File: src/hw/rtl/lsa_pkg.sv
// Shared constants, command codes and control types of the Lorentzian spectrum accumulator.
package lsa_pkg;

    localparam int MAX_BINS_DEF = 1024;

    localparam int CMD_W   = 2;
    localparam int HEIGHT_W = 16;
    localparam int FREQ_W  = 20;
    localparam int WIDTH_W = 16;
    localparam int BIDX_W  = 10;
    localparam int STEP_W  = 16;
    localparam int NUSE_W  = 11;
    localparam int VALUE_W = 32;
    localparam int CFG_IDX_W  = 2;
    localparam int CFG_DATA_W = 20;

    localparam logic [CMD_W-1:0] CMD_CLEAR = 2'd0;
    localparam logic [CMD_W-1:0] CMD_ADD   = 2'd1;
    localparam logic [CMD_W-1:0] CMD_READ  = 2'd2;

    localparam logic [CFG_IDX_W-1:0] CFG_START = 2'd0;
    localparam logic [CFG_IDX_W-1:0] CFG_STEP  = 2'd1;
    localparam logic [CFG_IDX_W-1:0] CFG_NUSE  = 2'd2;

    localparam logic [FREQ_W-1:0] START_RST = 20'd0;
    localparam logic [STEP_W-1:0] STEP_RST  = 16'd256;
    localparam logic [NUSE_W-1:0] NUSE_RST  = 11'd1024;

    localparam int INV_PI_W = 15;
    localparam logic [INV_PI_W-1:0] INV_PI_Q16 = 15'd20861;

    localparam int ACC_FREQ_W = 33;
    localparam int AD_W  = 31;
    localparam int HW_W  = HEIGHT_W + WIDTH_W;
    localparam int NUM_W = HW_W + INV_PI_W;
    localparam int SQ_W  = 2 * AD_W;
    localparam int DEN_W = SQ_W + 1;
    localparam int REM_W = DEN_W + 1;
    localparam int DCNT_W = $clog2(NUM_W);

    typedef struct packed {
        logic load;
        logic sweep;
        logic calc_ad;
        logic mul;
        logic den;
        logic div_init;
        logic div_step;
        logic add_wr;
        logic set_out;
    } t_ctl;

    typedef struct packed {
        logic last_clr;
        logic last_add;
        logic none_in_use;
        logic div_skip;
        logic div_last;
    } t_sts;

endpackage

File: src/hw/rtl/lsa_ctrl.sv
// Controller: sequences the clear sweep, per-bin add steps and bin reads.
module lsa_ctrl (
    input  logic                       i_clk,
    input  logic                       i_rst_n,
    input  logic                       start,
    input  logic [lsa_pkg::CMD_W-1:0]  i_cmd,
    input  lsa_pkg::t_sts              i_sts,
    output lsa_pkg::t_ctl              o_ctl,
    output logic                       busy,
    output logic                       o_valid
);

    localparam logic [3:0] S_BOOT    = 4'd0;
    localparam logic [3:0] S_IDLE    = 4'd1;
    localparam logic [3:0] S_CLR     = 4'd2;
    localparam logic [3:0] S_ADD_RD  = 4'd3;
    localparam logic [3:0] S_ADD_MUL = 4'd4;
    localparam logic [3:0] S_ADD_DEN = 4'd5;
    localparam logic [3:0] S_ADD_CHK = 4'd6;
    localparam logic [3:0] S_ADD_DIV = 4'd7;
    localparam logic [3:0] S_ADD_WR  = 4'd8;
    localparam logic [3:0] S_RD_MEM  = 4'd9;
    localparam logic [3:0] S_FIN     = 4'd10;
    localparam logic [3:0] S_OUT     = 4'd11;

    logic [3:0] r_state;
    logic [3:0] n_state;

    assign busy    = r_state != S_IDLE;
    assign o_valid = r_state == S_OUT;

    always_comb begin
        n_state = r_state;
        o_ctl   = '0;
        case (r_state)
            S_BOOT: begin
                o_ctl.sweep = 1'b1;
                if (i_sts.last_clr) n_state = S_IDLE;
            end
            S_IDLE: begin
                if (start) begin
                    o_ctl.load = 1'b1;
                    case (i_cmd)
                        lsa_pkg::CMD_CLEAR: n_state = S_CLR;
                        lsa_pkg::CMD_ADD:
                            n_state = i_sts.none_in_use ? S_FIN : S_ADD_RD;
                        lsa_pkg::CMD_READ:  n_state = S_RD_MEM;
                        default:            n_state = S_FIN;
                    endcase
                end
            end
            S_CLR: begin
                o_ctl.sweep = 1'b1;
                if (i_sts.last_clr) n_state = S_FIN;
            end
            S_ADD_RD: begin
                o_ctl.calc_ad = 1'b1;
                n_state = S_ADD_MUL;
            end
            S_ADD_MUL: begin
                o_ctl.mul = 1'b1;
                n_state = S_ADD_DEN;
            end
            S_ADD_DEN: begin
                o_ctl.den = 1'b1;
                n_state = S_ADD_CHK;
            end
            S_ADD_CHK: begin
                o_ctl.div_init = 1'b1;
                n_state = i_sts.div_skip ? S_ADD_WR : S_ADD_DIV;
            end
            S_ADD_DIV: begin
                o_ctl.div_step = 1'b1;
                if (i_sts.div_last) n_state = S_ADD_WR;
            end
            S_ADD_WR: begin
                o_ctl.add_wr = 1'b1;
                n_state = i_sts.last_add ? S_FIN : S_ADD_RD;
            end
            S_RD_MEM: n_state = S_FIN;
            S_FIN: begin
                o_ctl.set_out = 1'b1;
                n_state = S_OUT;
            end
            S_OUT:   n_state = S_IDLE;
            default: n_state = S_IDLE;
        endcase
    end

    always_ff @(posedge i_clk) begin
        if (!i_rst_n) begin
            r_state <= S_BOOT;
        end else begin
            r_state <= n_state;
        end
    end

endmodule

File: config.mk
export PLATFORM = sky130hd
export DESIGN_NAME = lsa_ctrl
export DESIGN_NICKNAME = d
export VERILOG_FILES = /design/src/hw/rtl/lsa_pkg.sv /design/src/hw/rtl/lsa_ctrl.sv
export SDC_FILE = /design/constraint.sdc
export NUM_CORES = 1
export LEC_CHECK = 0
export ABC_AREA = 1
export BUFFER_PORTS_ARGS = -buffer_cell sky130_fd_sc_hd__buf_2
export CORE_AREA = 2 2 39 41
export DETAILED_ROUTE_END_ITERATION = 8
export DIE_AREA = 0 0 41 43
export SYNTH_ARGS = -nofsm -noshare
export SYNTH_HDL_FRONTEND = slang
export SYNTH_SLANG_ARGS = --single-unit
File: constraint.sdc
create_clock -name i_clk -period 2.2 [get_ports i_clk]
set_input_delay 0.33 -clock i_clk [delete_from_list [all_inputs] [get_ports i_clk]]
set_output_delay 0.33 -clock i_clk [all_outputs]
set_load 0.03 [all_outputs]
==> results.toml <==
[sta]
fin_crit_sh_pct = 74.3
fin_skew_ns = 0.00348
finalHoldViolCount = 0
fmax_ghz = 0.612
worst_pin_slew_ns = 0.262
slew_headroom_pct = 82.5
finalSetupTns_ns = 0
report.final.slew_viol_count = 0
fin_crit_ns = 1.64
final.setup.worst_slack_ns = 0.565
worst_hold_slack_ns = 0.369
rsz0062_at_grt = "false"
setup_viol = 0

[global_routing]
grt_util_met2_pct = 23.1
grt_usage_pct = 13.5
antenna_found_initial = 0
grt_use_met3_pct = 3.14
grt_start_max_net_pins = 8
grt.busiest_layer = "met2"
grt_pass1_wl_microns = 1680
use_met1_pct = 16.7
grt_overflow = 0
grt_pass1_vias = 454

[flow_run]
max_cap_viol_count = 0

[logic_synthesis]
yosysMostFrequentCell = "nand2_1"
synth_area_leaders = "dfxtp_1 (17%), nand2_1 (15%), nand2_2 (13%)"
ys_ff_latch = 4
synth_flop_cell = "dfxtp_1"
yosys_warnings = 0
synth_mux_area_share_pct = 0
synth_top_family_by_area = "simple AND/OR/NAND/NOR gates"
synth_edf_count = 0
synth_xor_area_share_pct = 0
syn_area_sq_um = 464
synthesis.nets = 94
synth-simple-area-share_pct = 59.8
synthArstFlopShare_pct = 0
synth-adder-area-share_pct = 0
ys_types = 17
synth_commonest_cells = "nand2_1 (18), nor2_1 (16), inv_1 (13)"
yosysTopAreaCellShare_pct = 17.3
synth_compound_area_share_pct = 7.28
seq_area_frac_synth_pct = 17.3
syn_inst = 84
synth_area_leader_cell = "dfxtp_1"
postSynthAreaPerCell_sq_um = 5.53

[power_and_ir_drop]
ir_drop_mv = 0.702
p_leak_nw = 0.359
p_per_area_mw_per_mm2 = 1270

[routing]
dr_total_vias = 551
wl_per_cell_microns = 9.02
first_pass_iters = 4
routed_wl_microns = 1110
ant_nets = 0
via_per_inst = 4.48
drtIter0Drc = 7
drc_errors = 0

[worst_setup_path]
worst_setup_path_start_kind = "flip-flop"
critical_path_arrival_ns = 1.31
worst_setup_path_end_kind = "primary output"
worst_r2r_endpoint = "r_state[0]"
cpPeakStageDelay_ns = 0.35
rr_worst_depth = 9
crit_start = "r_state[2]"
critPathMaxFanout = 4
rrSetupSlack_ns = 1.00
path_delay_family = "buffers and inverters"
crit_path_top_delay_cell = "dfxtp_1"
endpoint = "o_ctl[8]"
cpMostUsedCell = "nor2_1"
worstSetupPathDepth = 6
crit_type = "reg2out"
crit_chain = "inv_2, nand2_2, nor2_1, inv_1, nor2_1, buf_2"
cp_data_required_time_ns = 1.87
critical_path_buf_inv_count = 3
r2r_start = "r_state[2]"

[layout]
layout.nets = 119
syn_to_final_growth_pct = 30.7
n_antenna_cell = 0
layout-drive-gt1-share_pct = 42.1
post-route-util_pct = 43.9
design_area_sq_um = 607
regMostFlops = "r_state"
largest_reg_flops = 4
reg_top3 = "r_state x4"

[clocking]
cts_tree = "done"
clk_latency_ns = 0.23
htreeDepth = 1
cts_made_buffers = 3
cts-root-buf = "clkbuf_4"
post_cts_buffers = 0
hold_buffers = 0
clock_sinks = 4
cts_resized = 0
clk_path_buf_depth = 2
clk_pin_slew_ns = 0.04

[floorplanning]
fp.dieH_microns = 43
fp.dieW_microns = 41
core_region_area_sq_mm = 0.00138
initial_core_util_pct = 33.5
io_pins = 21
design.die.area_sq_mm = 0.00176
rows = 14

[hold_path]
hold_class = "in2reg"
hold_depth = 3

[outcome]
status = "complete, no violations"

[placement]
portBuffers = 20
post-dp-hpwl_microns = 966
place.gp.congestion = 0.780
placed_cell_area_sq_um = 584
dp_slack_ns = 0.817
==> worst min-delay path by stage <==
stage	startpoint	end	slack (ns)
after floorplan	i_rst_n	r_state[0]	0.47
after global placement	r_state[1]	r_state[1]	0.57
after detailed placement	r_state[1]	r_state[1]	0.57
after CTS	i_rst_n	r_state[0]	0.37
after global routing	i_rst_n	r_state[0]	0.37
final	i_rst_n	r_state[0]	0.37
==> worst reg2reg max path, cell delays in order, from the launching register on <==
cell     delay, ns
dfxtp_1       0.42
inv_2         0.08
nand2_2       0.09
nor2_1        0.07
nand2_1       0.08
nand3_2       0.08
inv_2         0.08
nand2_2       0.05
nor2_2        0.09
nor2_2        0.04
==> layer usage <==
| layer | vias up | share of wire, % |
|---|---|---|
| met2 | 15 | 50 |
| met5 | - | 0 |
| li1 | 296 | - |
| met3 | 0 | 6.8 |
| met4 | 0 | 0 |
| met1 | 240 | 43 |
==> final cells by class <==
type / count / area (sq um)
fill: 146 / 777
multi-input combinational: 62 / 312
timing repair buffer: 20 / 100
sequential: 4 / 80.1
inverter: 18 / 72.6
clock buffer: 3 / 22.5
tap: 16 / 20.0
==> placed cells by master (no fill, tap or decap) <==
master / count
inv_1: 13
inv_2: 4
nand3_2: 1
nand3_1: 4
dfxtp_1: 4
a21oi_2: 1
nor2_4: 2
nor3_1: 1
clkinv_4: 1
buf_2: 20
nor2_1: 16
nand4_1: 1
o21ai_0: 1
nand2_2: 10
nor2_2: 2
a21oi_1: 4
nand2_1: 18
clkbuf_4: 3
nand2_4: 1
==> through the flow <==
stage | power, mW | std cells
floorplan | 0.566 | 84
detailed placement | 0.682 | 120
global route | 0.840 | 123
CTS | 0.775 | 123
finish | 0.770 | 123
global placement | 0.682 | 120
==> kinds of logic after synthesis <==
group	Yosys count
and+or+nand+nor	56
buffers and inverters	18
AOI/OAI and AO/OA	6
DFF	4
==> power breakdown <==
group | internal [mW] | total (mW) | switching (mW)
registers | 0.101 | 0.148 | 0.0465
logic | 0.168 | 0.533 | 0.365
clock network | 0.0609 | 0.0895 | 0.0286
total | 0.330 | 0.770 | 0.440
No activity file was read; power rests on OpenSTA's default activity.
